[src/design/bce_pkg.sv]
package bce_pkg;

    localparam int TOP_W    = 7;
    localparam int CHOOSE_W = 8;
    localparam int VALUE_W  = 63;
    localparam int ROW_AW   = 6;
    localparam int ROW_DEPTH = 1 << ROW_AW;

    typedef struct packed {
        logic              re;
        logic [ROW_AW-1:0] addr;
    } t_mem_rd;

    typedef struct packed {
        logic               we;
        logic [ROW_AW-1:0]  addr;
        logic [VALUE_W-1:0] data;
    } t_mem_wr;

    typedef enum logic [4:0] {
        S_IDLE  = 5'b00001,
        S_INIT  = 5'b00010,
        S_SWEEP = 5'b00100,
        S_FETCH = 5'b01000,
        S_LOAD  = 5'b10000
    } t_seq_state;

endpackage

[src/design/bce_row_mem.sv]
module bce_row_mem
    import bce_pkg::*;
(
    input  logic               i_clk,
    input  t_mem_rd            i_rd,
    input  t_mem_wr            i_wr,
    output logic [VALUE_W-1:0] o_rd_data
);

    logic [VALUE_W-1:0] r_row [ROW_DEPTH];
    logic [VALUE_W-1:0] r_rd_data;

    always_ff @(posedge i_clk) begin
        if (i_wr.we) begin
            r_row[i_wr.addr] <= i_wr.data;
        end
    end

    always_ff @(posedge i_clk) begin
        if (i_rd.re) begin
            r_rd_data <= r_row[i_rd.addr];
        end
    end

    assign o_rd_data = r_rd_data;

endmodule

[config.mk]
export PLATFORM = sky130hd
export DESIGN_NAME = bce_row_mem
export DESIGN_NICKNAME = d
export VERILOG_FILES = /design/src/design/bce_pkg.sv /design/src/design/bce_row_mem.sv
export SDC_FILE = /design/constraint.sdc
export NUM_CORES = 2
export LEC_CHECK = 0
export BUFFER_PORTS_ARGS = -buffer_cell sky130_fd_sc_hd__buf_2
export CAP_MARGIN = 10
export CELL_PAD_IN_SITES_DETAIL_PLACEMENT = 1
export CELL_PAD_IN_SITES_GLOBAL_PLACEMENT = 1
export CORE_ASPECT_RATIO = 2
export CORE_MARGIN = 10
export CORE_UTILIZATION = 35
export CTS_CLUSTER_DIAMETER = 120
export DETAILED_ROUTE_END_ITERATION = 16
export GPL_ROUTABILITY_DRIVEN = 0
export HOLD_SLACK_MARGIN = 0.06
export PLACE_DENSITY = 0.63
export RECOVER_POWER = 50
export SLEW_MARGIN = 20
export SYNTH_ARGS = -nofsm -noshare
export SYNTH_HDL_FRONTEND = slang
export SYNTH_SLANG_ARGS = --single-unit
[constraint.sdc]
create_clock -name i_clk -period 6.15 [get_ports i_clk]
set_input_delay 0.615 -clock i_clk [delete_from_list [all_inputs] [get_ports i_clk]]
set_output_delay 0.615 -clock i_clk [all_outputs]
set_load 0.1 [all_outputs]
==> Word-level counts from Yosys, hierarchy flattened <==
Memory sizes are Yosys's and may differ from the RTL's. A register that Yosys moved wholly into a read port is not among the register bits.
Index checks and enable logic that the tools add are counted.
{ "op_classes": {"mux": 2} }
{ "ops": {"columns": ["cell", "count"], "rows": [
  ["1-bit 2-to-1 mux", 2]
]} }
{ "totals": {"ramBits": 4032, "out_inout_bits": 63, "ff_bits": 0, "memories": 1} }
{ "memory_table": {"columns": ["memory", "depth", "width", "read_ports", "rd_clocked_by_memory_dff", "write_ports", "line", "rtl"], "rows": [
  ["r_row", 64, 63, 1, 1, 1, "bce_row_mem.sv:10", "logic [VALUE_W-1:0] r_row [ROW_DEPTH];"]
]} }

==> Depth between registers and ports, before layout <==
{ "logic_depth": {"ltp_word": 2, "ltp_mapped": 10} }

==> Worst setup path after synthesis <==
Ideal clock, no wire load.
{ "synth_path": {"path_type": "input to register", "from": "input port i_wr[66] (netlist name)", "to": "memory r_row[48][0], enable pin", "slack_ns": 0.195, "path_stages": 4, "n_path_buf": 1, "setup_time_ns": 0.561, "t_arrival_ns": 5.393, "cell_sequence": "clkbuf_1 -> nor2b_1 -> nand4b_1 -> nor3_1"} }
{ "synth_rtl": {"columns": ["element", "line", "rtl"], "rows": [
  ["start, declared", "bce_row_mem.sv:6", "input t_mem_wr i_wr,"],
  ["end, declared", "bce_row_mem.sv:10", null]
]} }
No word-level cell before the write port.

==> Final worst setup path <==
{ "layout_path": {"from": "input port i_wr[69] (netlist name)", "to": "memory r_row[53][38], enable pin"} }
{ "layout_via": {"elab_chain_cells": 2} }
{ "layout_rtl": {"columns": ["element", "line", "rtl"], "rows": [
  ["1-bit 2-to-1 mux", "bce_row_mem.sv:14", "if (i_wr.we) begin"],
  ["1-bit 2-to-1 mux (implied by the code)", "bce_row_mem.sv:15", "r_row[i_wr.addr] <= i_wr.data;"]
]} }
No other way between the ends.

==> results_dict.tcl <==
set metrics [dict create \
    status "finished, violations left" \
    failed_checks "max-capacitance violations, max-slew violations" \
    power_density_nw_per_um2 323 \
    criticalPathCategory "in -> reg" \
    postSynthAreaPerCell_um2 23.5 \
    cts.repair_timing.setup_buffer_count 0 \
    worstHoldPathType "in -> reg" \
    ys_warn_count 0 \
    crit_arrival_ns 4.23 \
    timing.hold.worst_endpoint "r_row[21][36]" \
    finalClockSkew_ns 0.0426 \
    vias_per_cell 5.84 \
    drv.max_cap_violation_count 67 \
    cts.clk_slew.worst_paths_ns 0.07 \
    die_x_um 489 \
    timing.rr.end "o_rd_data[22]" \
    max_slew.worst_pin.slew_ns 3.56 \
    max-slew-margin-rel_pct -137 \
    maxSlewViolCount 4260 \
    dieArea_um2 468000 \
    timing.final.crit_share_pct 61.3 \
    required_ns 6.61 \
    initial_utilization_pct 35.1 \
    cts_tree "done" \
    area_of_the_multi_input_gates_um2 29600 \
    final-hold-violation-count 0 \
    numPortBuffers 140 \
    grt_pass1_vias 79500 \
    num_cts_buffers 335 \
    chipHeight_um 958 \
    wl_per_cell_um 37.5 \
    clkLatencyLatePin_ns 0.95 \
    route.antenna.remaining_nets 0 \
    async_reset_ff_share_pct 0 \
    leakage_nw 52.4 \
    hp-start "i_wr[36]" \
    core_area_um2 439000 \
    cts.repair.resized 0 \
    grt_setup_unrepaired "false" \
    synth_area_leaders "sky130_fd_sc_hd__edfxtp_1, sky130_fd_sc_hd__mux4_2, sky130_fd_sc_hd__o22ai_1" \
    hpwlAfterDp_mm 266 \
    area_growth_syn_to_layout_pct 13.0 \
    worstReg2RegStart "r_row[14][22]" \
    dr.first_iter.drc_count 8672 \
    finalSetupTns_ns 0 \
    critPathLaunchType "input port" \
    setup.worst_path.end_class "flip-flop" \
    synth_flop_cell "sky130_fd_sc_hd__edfxtp_1" \
    count_of_mapped_cells_out_of_synthesis 6555 \
    num_rows 344 \
    vdd_drop_max_v 0.000211 \
    cts.root.buffer_cell "sky130_fd_sc_hd__clkbuf_16" \
    timing.reg2reg.setup_slack_ns 4.02 \
    totalWireLength_mm 482 \
    finalNetCount 6952 \
    hold_path_depth 1 \
    grt.overflow.total 0 \
    cts.sinks 4095 \
    sequential_cell_area_um2 123000 \
    gr-usage-all-layers_pct 20.1 \
    synth_unique_cells 33 \
    detailroute.via_count 75100 \
    dr.pass1.iters 6 \
    boundaryPins 141 \
    synth-edff-count 4095 \
    final.fill_count 40700 \
    drive_above_1_share_pct 25.4 \
    max_freq_mhz 265 \
    grt_start_max_net_pins 112 \
    cts-htree-levels 5 \
    critPathMaxFanout 63 \
    drc 0 \
    post-layout-total-power_w 0.0562 \
    post_cts_hold_buffer_count 0 \
    grt_pass1_wl_mm 660 \
    synth_top_area_cell "sky130_fd_sc_hd__edfxtp_1" \
    worst_r2r_path_depth 4 \
    ys_seq_elements 4095 \
    finalSetupViolCount 0 \
    synthesis.nets 6633 \
    max-clock-path-buffers 4 \
    share_of_the_synthesized_area_in_the_top_cell_type_pct 79.9 \
    finalWorstPathRequiredPeriod_ns 3.77 \
    synthesis.area_um2 154000 \
    ys_seq_area_share_pct 79.9 \
    number_of_antenna_violations_at_the_first_check_in_global_routing 41 \
]
==> cells in the mapped netlist (12+ instances only) <==
master and count:
sky130_fd_sc_hd__buf_1 35, sky130_fd_sc_hd__nand3_1 27, sky130_fd_sc_hd__mux2i_1 104, sky130_fd_sc_hd__buf_2 115, sky130_fd_sc_hd__clkbuf_1 164, sky130_fd_sc_hd__edfxtp_1 4095
sky130_fd_sc_hd__buf_4 51, sky130_fd_sc_hd__o22ai_1 299, sky130_fd_sc_hd__mux4_2 963, sky130_fd_sc_hd__nor4_1 53, sky130_fd_sc_hd__buf_6 16, sky130_fd_sc_hd__a211oi_1 103
sky130_fd_sc_hd__o221ai_1 63, sky130_fd_sc_hd__nand2b_1 12, sky130_fd_sc_hd__a22oi_1 50, sky130_fd_sc_hd__a21oi_1 14, sky130_fd_sc_hd__nand2_1 23, sky130_fd_sc_hd__nor2_1 125
sky130_fd_sc_hd__nor2b_1 87, sky130_fd_sc_hd__o22a_1 53, sky130_fd_sc_hd__nor3_1 55
==> registers in the layout, indices dropped and copies added, names as in the netlist <==
signal and flops:
r_row 4032, o_rd_data 63
==> cells by family after synthesis <==
family	Yosys count	share of synthesized area, %
DFF	4095	79.9
muxes	1067	14.8
AOI/OAI and AO/OA	612	2.80
and+or+nand+nor	400	1.32
buffers and inverters	381	1.22
==> final cells by class <==
type,count,area share (%)
clock inverter,191,1.22
tap,5709,4.11
clock buffer,404,5.07
antenna,14,0.0201
multi-input combinational,2079,17.0
timing repair buffer,363,1.87
sequential,4095,70.7
==> metal layers <==
layer | up-vias | track usage [%] | wire, um
met3 | 1057 | 2.77 | 30700
met1 | 41500 | 22.6 | 164000
met2 | 3529 | 37.5 | 263000
met5 | - | 0 | 123
li1 | 28900 | - | -
met4 | 22 | 8.84 | 24100
==> power breakdown <==
part	switching, W	leakage, nW	internal, W	total, W
clock network	0.0100	5.30	0.0121	0.0221
logic	0.00201	10.2	0.000911	0.00292
registers	0.000122	36.9	0.0310	0.0311
total	0.0122	52.4	0.0440	0.0562
==> worst max-delay path, stage by stage <==
cell and delay, ns:
sky130_fd_sc_hd__clkbuf_1 0.19, sky130_fd_sc_hd__nor2b_1 0.20, sky130_fd_sc_hd__nand4_1 0.37, sky130_fd_sc_hd__nor2_4 0.20, sky130_fd_sc_hd__clkbuf_2 2.42
==> worst max path at each step <==
stage	from	end	slack, ns	depth (start not counted)
floorplan	i_wr[66]	r_row[48][0]	0.20	4
global placement	i_rd[3]	o_rd_data[15]	2.18	7
detailed placement	i_rd[3]	o_rd_data[26]	2.22	7
CTS	i_rd[3]	o_rd_data[26]	3.16	7
global route	i_wr[69]	r_row[53][47]	2.38	5
finish	i_wr[69]	r_row[53][38]	2.38	5
==> cells in the final DEF, fill, tap and decap left out, drive strengths merged, types with 87 or more instances in the layout <==
cell type,count
mux4,963
o22ai,299
clkinv,121
clkbuf,477
buf,290
mux2i,104
edfxtp,4095
nor2b,87
nor2,126
a211oi,103
==> stage by stage <==
stage	instances	area [um2]	utilization, %	hold WS, ns	setup WS (ns)
floorplan	6555	154000	-	0.714	0.195
global placement	12200	163000	37.2	0.900	2.18
detailed placement	12200	163000	37.2	0.900	2.22
CTS	12800	174000	39.7	0.240	3.16
global route	12800	174000	39.7	0.269	2.38
finish	12900	174000	39.7	0.240	2.38
Note: power is estimated with default switching activity, not from simulation.
