[config.mk]
export PLATFORM = sky130hd
export DESIGN_NAME = bce_seq
export DESIGN_NICKNAME = d
export VERILOG_FILES = /design/src/design/bce_pkg.sv /design/src/design/bce_seq.sv
export SDC_FILE = /design/constraint.sdc
export NUM_CORES = 1
export LEC_CHECK = 0
export ABC_AREA = 1
export BUFFER_PORTS_ARGS = -buffer_cell sky130_fd_sc_hd__buf_4
export CAP_MARGIN = 20
export CORE_AREA = 2 2 170 172
export CTS_CLUSTER_SIZE = 25
export DETAILED_ROUTE_END_ITERATION = 10
export DIE_AREA = 0 0 172 174
export GPL_TIMING_DRIVEN = 0
export MAX_ROUTING_LAYER = met4
export PLACE_DENSITY = 0.72
export RECOVER_POWER = 100
export SYNTH_ARGS = -nofsm -noshare
export SYNTH_HDL_FRONTEND = slang
export SYNTH_SLANG_ARGS = --single-unit
[constraint.sdc]
create_clock -name i_clk -period 5.2 [get_ports i_clk]
set_input_delay 0.52 -clock i_clk [delete_from_list [all_inputs] [get_ports i_clk]]
set_output_delay 0.52 -clock i_clk [all_outputs]
set_load 0.02 [all_outputs]
[src/design/bce_pkg.sv]
package bce_pkg;

    localparam int TOP_W    = 7;
    localparam int CHOOSE_W = 8;
    localparam int VALUE_W  = 63;
    localparam int ROW_AW   = 6;
    localparam int ROW_DEPTH = 1 << ROW_AW;

    typedef struct packed {
        logic              re;
        logic [ROW_AW-1:0] addr;
    } t_mem_rd;

    typedef struct packed {
        logic               we;
        logic [ROW_AW-1:0]  addr;
        logic [VALUE_W-1:0] data;
    } t_mem_wr;

    typedef enum logic [4:0] {
        S_IDLE  = 5'b00001,
        S_INIT  = 5'b00010,
        S_SWEEP = 5'b00100,
        S_FETCH = 5'b01000,
        S_LOAD  = 5'b10000
    } t_seq_state;

endpackage

[src/design/bce_seq.sv]
module bce_seq
    import bce_pkg::*;
(
    input  logic               i_clk,
    input  logic               i_rst_n,
    input  logic               i_start,
    input  logic [TOP_W-1:0]   i_n,
    input  logic [ROW_AW-1:0]  i_k,
    input  logic [VALUE_W-1:0] i_rd_data,
    output t_mem_rd            o_rd,
    output t_mem_wr            o_wr,
    output logic               o_done,
    output logic [VALUE_W-1:0] o_value
);

    t_seq_state         r_state, n_state;
    logic [TOP_W-1:0]   r_n, n_n;
    logic [ROW_AW-1:0]  r_k, n_k;
    logic [TOP_W-1:0]   r_i, n_i;
    logic [ROW_AW-1:0]  r_lim, n_lim;
    logic [ROW_AW-1:0]  r_p, n_p;
    logic               r_issue, n_issue;
    logic               r_pend_vld, n_pend_vld;
    logic [ROW_AW-1:0]  r_pend_addr, n_pend_addr;
    logic [VALUE_W-1:0] r_upper, n_upper;
    logic [TOP_W-1:0]   i_next;
    logic [ROW_AW-1:0]  lim_next;

    // next row and its column limit, min(i, k)
    assign i_next   = r_i + TOP_W'(1);
    assign lim_next = (i_next < {1'b0, r_k}) ? i_next[ROW_AW-1:0] : r_k;

    always_comb begin
        n_state     = r_state;
        n_n         = r_n;
        n_k         = r_k;
        n_i         = r_i;
        n_lim       = r_lim;
        n_p         = r_p;
        n_issue     = r_issue;
        n_pend_vld  = r_pend_vld;
        n_pend_addr = r_pend_addr;
        n_upper     = r_upper;
        o_rd        = '0;
        o_wr        = '0;
        o_done      = 1'b0;
        unique case (r_state)
            S_IDLE: begin
                if (i_start) begin
                    n_n     = i_n;
                    n_k     = i_k;
                    n_p     = '0;
                    n_state = S_INIT;
                end
            end
            S_INIT: begin
                o_wr.we   = 1'b1;
                o_wr.addr = r_p;
                o_wr.data = (r_p == '0) ? VALUE_W'(1) : '0;
                if (r_p == r_k) begin
                    n_state    = S_SWEEP;
                    n_i        = TOP_W'(1);
                    n_lim      = ROW_AW'(1);
                    n_p        = ROW_AW'(1);
                    n_issue    = 1'b1;
                    n_pend_vld = 1'b0;
                end else begin
                    n_p = r_p + ROW_AW'(1);
                end
            end
            S_SWEEP: begin
                // read side walks lim down to 0
                n_pend_vld  = r_issue;
                n_pend_addr = r_p;
                if (r_issue) begin
                    o_rd.re   = 1'b1;
                    o_rd.addr = r_p;
                    if (r_p == '0) begin
                        n_issue = 1'b0;
                    end else begin
                        n_p = r_p - ROW_AW'(1);
                    end
                end
                // write side trails one entry above the returning read
                if (r_pend_vld) begin
                    n_upper = i_rd_data;
                    if (r_pend_addr != r_lim) begin
                        o_wr.we   = 1'b1;
                        o_wr.addr = r_pend_addr + ROW_AW'(1);
                        o_wr.data = r_upper + i_rd_data;
                    end
                    if (r_pend_addr == '0) begin
                        if (r_i == r_n) begin
                            n_state = S_FETCH;
                        end else begin
                            n_i     = i_next;
                            n_lim   = lim_next;
                            n_p     = lim_next;
                            n_issue = 1'b1;
                        end
                    end
                end
            end
            S_FETCH: begin
                o_rd.re   = 1'b1;
                o_rd.addr = r_k;
                n_state   = S_LOAD;
            end
            S_LOAD: begin
                o_done  = 1'b1;
                n_state = S_IDLE;
            end
            default: begin
                n_state = S_IDLE;
            end
        endcase
    end

    always_ff @(posedge i_clk) begin
        if (!i_rst_n) begin
            r_state    <= S_IDLE;
            r_issue    <= 1'b0;
            r_pend_vld <= 1'b0;
        end else begin
            r_state    <= n_state;
            r_issue    <= n_issue;
            r_pend_vld <= n_pend_vld;
        end
    end

    always_ff @(posedge i_clk) begin
        r_n         <= n_n;
        r_k         <= n_k;
        r_i         <= n_i;
        r_lim       <= n_lim;
        r_p         <= n_p;
        r_pend_addr <= n_pend_addr;
        r_upper     <= n_upper;
    end

    assign o_value = i_rd_data;

`ifndef SYNTHESIS
    a_wr_above_rd: assert property (@(posedge i_clk) disable iff (!i_rst_n)
        (r_state == S_SWEEP && o_rd.re && o_wr.we) |-> (o_wr.addr > o_rd.addr))
        else $error("row write not above concurrent read");

    a_ptr_in_row: assert property (@(posedge i_clk) disable iff (!i_rst_n)
        (r_state == S_SWEEP && r_issue) |-> (r_p <= r_lim))
        else $error("read pointer beyond row limit");

    a_done_after_fetch: assert property (@(posedge i_clk) disable iff (!i_rst_n)
        o_done |-> $past(r_state == S_FETCH))
        else $error("done without final fetch");
`endif

endmodule

Word-level counts from Yosys, hierarchy flattened:

Cells that the tools add are included.

* output and inout port bits: 141
* word-level logic and storage cells: 81
* input port bits: 79
* flip-flop bits (word level): 108

* add/sub/neg operators: 5
* mux-type cells: 41
* reductions and logical operators: 10
* $lt $le $gt $ge: 1
* eq/ne operators: 14

Operator list (count)
* $mux W70: 2
* $pmux W70 S2: 1
* $mux W6: 12
* $add A63 B63 Y63: 1
* $mux W7: 5
* $pmux W7 S2: 2
* $mux W5: 5
* $pmux W5 S4: 1
* $pmux W6 S3: 1
* $add A6 B1 Y6 const B: 2
* $logic_not A6 Y1: 2
* $ne A2 B2 Y1 const B: 6
* $pmux W6 S2: 1
* $reduce_and A5 Y1: 2
* $mux W1: 9
* $reduce_and A2 Y1: 4
* $add A7 B1 Y7 const B: 1
* $eq A7 B7 Y1: 1
* $lt A7 B6 Y1: 1
* $eq A6 B6 Y1: 1
* $ne A6 B6 Y1: 1
* $sub A6 B1 Y6 const B: 1
* $eq A5 B1 Y1 const B: 1
* $eq A5 B2 Y1 const B: 1
* other kinds (6): 7

Longest topological paths before layout:

* depth after elaboration: 7
* mapped depth: 15
* mapped depth without buffers: 15

Worst setup path after synthesis:

No wires, ideal clock.

* path type: register -> register
* from: register r_state[1]
* to: register r_i[0] (enable)
* clock period less this slack: 3.167 ns
* buffers on the path: 0
* data required time: 4.797 ns
* cell stages (with the launch flop): 6
* setup time: 0.403 ns
* path slack: 2.033 ns
* arrival: 2.764 ns
* cell sequence: dfxtp_1 nor2_1 nand4_2 nor2_4 nand2_1 a21boi_0

* word-level cells in the longest chain between the ends: 3
* elaborated cells between the ends (all ways): 8
* classes of those cells: eq/ne (6); reduce/logical (2)

Ends and longest elaborated chain
* start, declared: line bce_seq.sv:16 `t_seq_state r_state, n_state;`
* start signal, assigned: line bce_seq.sv:125 `r_state <= n_state;`
* $eq A5 B3 Y1 / $eq A5 B2 Y1 (equally long branches): line bce_seq.sv:47 `unique case (r_state)`
* $ne A2 B2 Y1 (no line) / $reduce_bool A2 Y1 (equally long branches)
* $reduce_and A5 Y1 (no line) (*)
* end signal, assigned: line bce_seq.sv:134 `r_i <= n_i;`
* end, declared: line bce_seq.sv:19 `logic [TOP_W-1:0] r_i, n_i;`

Mark *: on every way between the ends. The rest lies on a longest branch, timed or not.
A chain may end at the register's enable or synchronous reset.

==> flow_metrics.py <==
metrics = {
    "run_status": {
        "run_status": "complete, but fails checks",
        "violations": "capacitance limit, slew limit",
    },
    "worst_setup_path": {
        "cp_data_required_time_ns": 4.68,
        "cp_max_fo": 30,
        "criticalPathCategory": "flop to primary output",
        "end_kind": "primary output",
        "critPathArrivalTime_ns": 3.71,
        "reg2reg_depth": 9,
        "start_kind": "flop",
    },
    "synth": {
        "netlist.area_leader.share_pct": 27.49,
        "syn_area_per_cell_um2": 6.283,
        "ys_top_cells_by_count": "nand2_1 (666), inv_1 (322), nor2_1 (201), edfxtp_1 (101), a21oi_1 (75)",
        "synth.most_common_cell": "nand2_1",
        "synthArstFlopShare_pct": 0,
        "postSynthCellCount": 1756,
        "syn-num-nets": 1909,
        "seq_area_frac_synth_pct": 28.76,
        "synthAdderAreaFrac_pct": 8.460,
        "synth_cell_types": 44,
        "synth_mux_area_share_pct": 0,
        "synth-edff-count": 101,
        "synthXorXnorAreaFrac_pct": 2.778,
        "ys_seq_elements": 108,
        "synth_top_family_by_area": "simple AND/OR/NAND/NOR gates",
        "yosysTopAreaCell": "edfxtp_1",
        "synthFlopType": "edfxtp_1",
        "ys_warn_count": 0,
        "synth_area_mm2": 0.01103,
        "synthTopCellsByArea": "edfxtp_1 (27%), nand2_1 (23%), inv_1 (11%)",
        "synth_compound_gate_area_share_pct": 5.443,
        "synth-simple-area-share_pct": 38.48,
    },
    "sta": {
        "tightest_slew_ns": 1.663,
        "period_needed_ns": 4.229,
        "slew_headroom_pct": -10.90,
        "max_freq_mhz": 236.5,
        "hold_violations": 0,
        "drv_slew": 30,
        "timing.setup.tns_ns": 0,
        "finalCritPeriodShare_pct": 81.32,
        "setup_ws_ns": 0.9712,
        "setup_viol": 0,
        "fin_skew_ns": 0.01534,
        "rsz0062_at_grt": "false",
    },
    "die": {
        "io-pin-count": 220,
        "fp-row-count": 62,
        "die_x_um": 172,
        "die_h_um": 174,
        "coreArea_mm2": 0.02824,
        "start_util_pct": 39.07,
        "dieArea_mm2": 0.02993,
    },
    "final_layout": {
        "area.growth.synth_to_final_pct": 17.54,
        "final_cell_area_mm2": 0.01297,
        "diodes": 0,
        "nets": 2142,
        "multi_input_area_mm2": 0.006066,
        "drive_above_1_share_pct": 10.43,
        "fill_cells": 3152,
        "regArea_mm2": 0.003173,
    },
    "detailed_routing": {
        "drtAntennaViolNets": 0,
        "drtIter0Drc": 882,
        "vias_per_cell": 4.762,
        "route.detailed.drc": 0,
        "wl_per_cell_um": 14.70,
        "vias": 11320,
        "wirelength_um": 34950,
        "first_pass_iters": 5,
    },
    "clocking": {
        "clock_sinks": 108,
        "cts_htree_levels": 3,
        "cts_root_buf": "clkbuf_16",
        "post_cts_resized": 0,
        "cts_setup_buffers": 0,
        "numCtsBuffers": 9,
        "cts_hold_buf": 0,
        "cts_tree": "yes",
        "cts_max_path_buffers": 2,
        "clk_latency_ns": 0.37,
        "clk_pin_slew_ns": 0.09,
    },
    "min_path": {
        "min_path_cells": 1,
        "hold_class": "input pin to flop",
    },
    "power_and_ir_drop": {
        "vdd_drop_max_v": 0.0001989,
        "power.leakage_nw": 6.828,
        "p_total_mw": 2.717,
        "pwr_density_cell_mw_per_mm2": 209.5,
    },
    "global_route": {
        "grt_pass1_wl_um": 54410,
        "antenna_found_initial": 0,
        "groute.usage.overall_pct": 24.04,
        "grt-ovfl-total": 0,
        "grt_max_degree": 31,
        "grt_pass1_vias": 10480,
    },
    "placed_design": {
        "port_buffers": 219,
        "place_area_mm2": 0.01321,
        "routabilityCongestion": 0.9815,
        "dp_hpwl_um": 29350,
        "place_ws_ns": 1.819,
    },
    "flow_run": {
        "max-cap-violations": 1,
    },
}
[layout by cell type (no fill, tap or decap), types with 12 or more instances in the layout]
cell / instances
nand2_1: 666
inv_1: 324
nor2_1: 203
clkbuf_1: 149
edfxtp_1: 101
buf_4: 76
a21oi_1: 75
ha_1: 73
nand3_1: 71
clkbuf_4: 69
xor2_1: 23
nor2_2: 14
o22ai_1: 13
xnor2_1: 12
nor3_1: 12
[worst max-delay path, cell delays in order (launching register included)]
cell	delay (ns)
dfxtp_1	0.35
nor2_1	0.16
nand4_1	0.16
nor2_1	0.74
buf_12	0.30
nand2_1	0.14
inv_1	0.13
clkbuf_1	0.59
buf_6	0.26
nand2_1	0.06
nor2_1	0.16
clkbuf_1	0.27
[kinds of logic (layout without fill, tap and decap cells)]
logic type,Yosys count,in the layout
flip-flops,108,108
XOR/XNOR,35,35
AO/OA/AOI/OAI,110,110
AND/OR/NAND/NOR,1026,1026
buffers and inverters,403,641
adder cells (fa/ha/maj),74,74
[flip-flops by register name, summed over array words and instances (netlist names)]
signal,count
r_pend_vld,1
r_issue,1
r_i,7
r_p,6
r_pend_addr,6
r_state,5
r_n,7
r_lim,6
r_k,6
r_upper,63
[layer usage]
layer	up-vias	part of all wire, %	GRT usage, %
li1	5828	-	-
met1	5160	46	31.72
met2	301	47	39.17
met3	35	5.5	3.165
met4	0	1.8	5.602
met5	-	0	-
[final cells by class]
class | instances | share of cell area, %
Clock buffer | 10 | 1.930
Inverter | 329 | 9.522
Buffer | 74 | 4.052
Multi-Input combinational cell | 1245 | 46.77
Sequential cell | 108 | 24.47
Timing Repair Buffer | 222 | 8.895
Tap cell | 384 | 3.705
Clock inverter | 6 | 0.6561
[per-stage QoR]
step,utilization [%],cells,hold WS (ns)
2_1_floorplan,-,1756,0.4277
3_3_place_gp,46.60,2359,0.4313
3_5_place_dp,46.78,2362,0.4329
4_1_cts,47.97,2378,0.3054
5_1_grt,45.93,2378,0.3236
6_report,45.93,2378,0.3377
[power breakdown]
group          switching, mW  leakage, nW  internal (mW)
Sequential            0.0687        0.976           1.04
Combinational          0.537         5.69          0.283
Clock                  0.411        0.162          0.381
Total                   1.02         6.83           1.70
[final timing paths]
check              from             end  slack, ns
min              i_k[5]          r_k[5]       0.34
max reg2reg      r_p[4]          r_i[6]       1.97
max          r_state[1]        o_wr[52]       0.97
min reg2reg      r_p[2]  r_pend_addr[2]       0.46
Note: power is estimated with default switching activity, not from simulation.
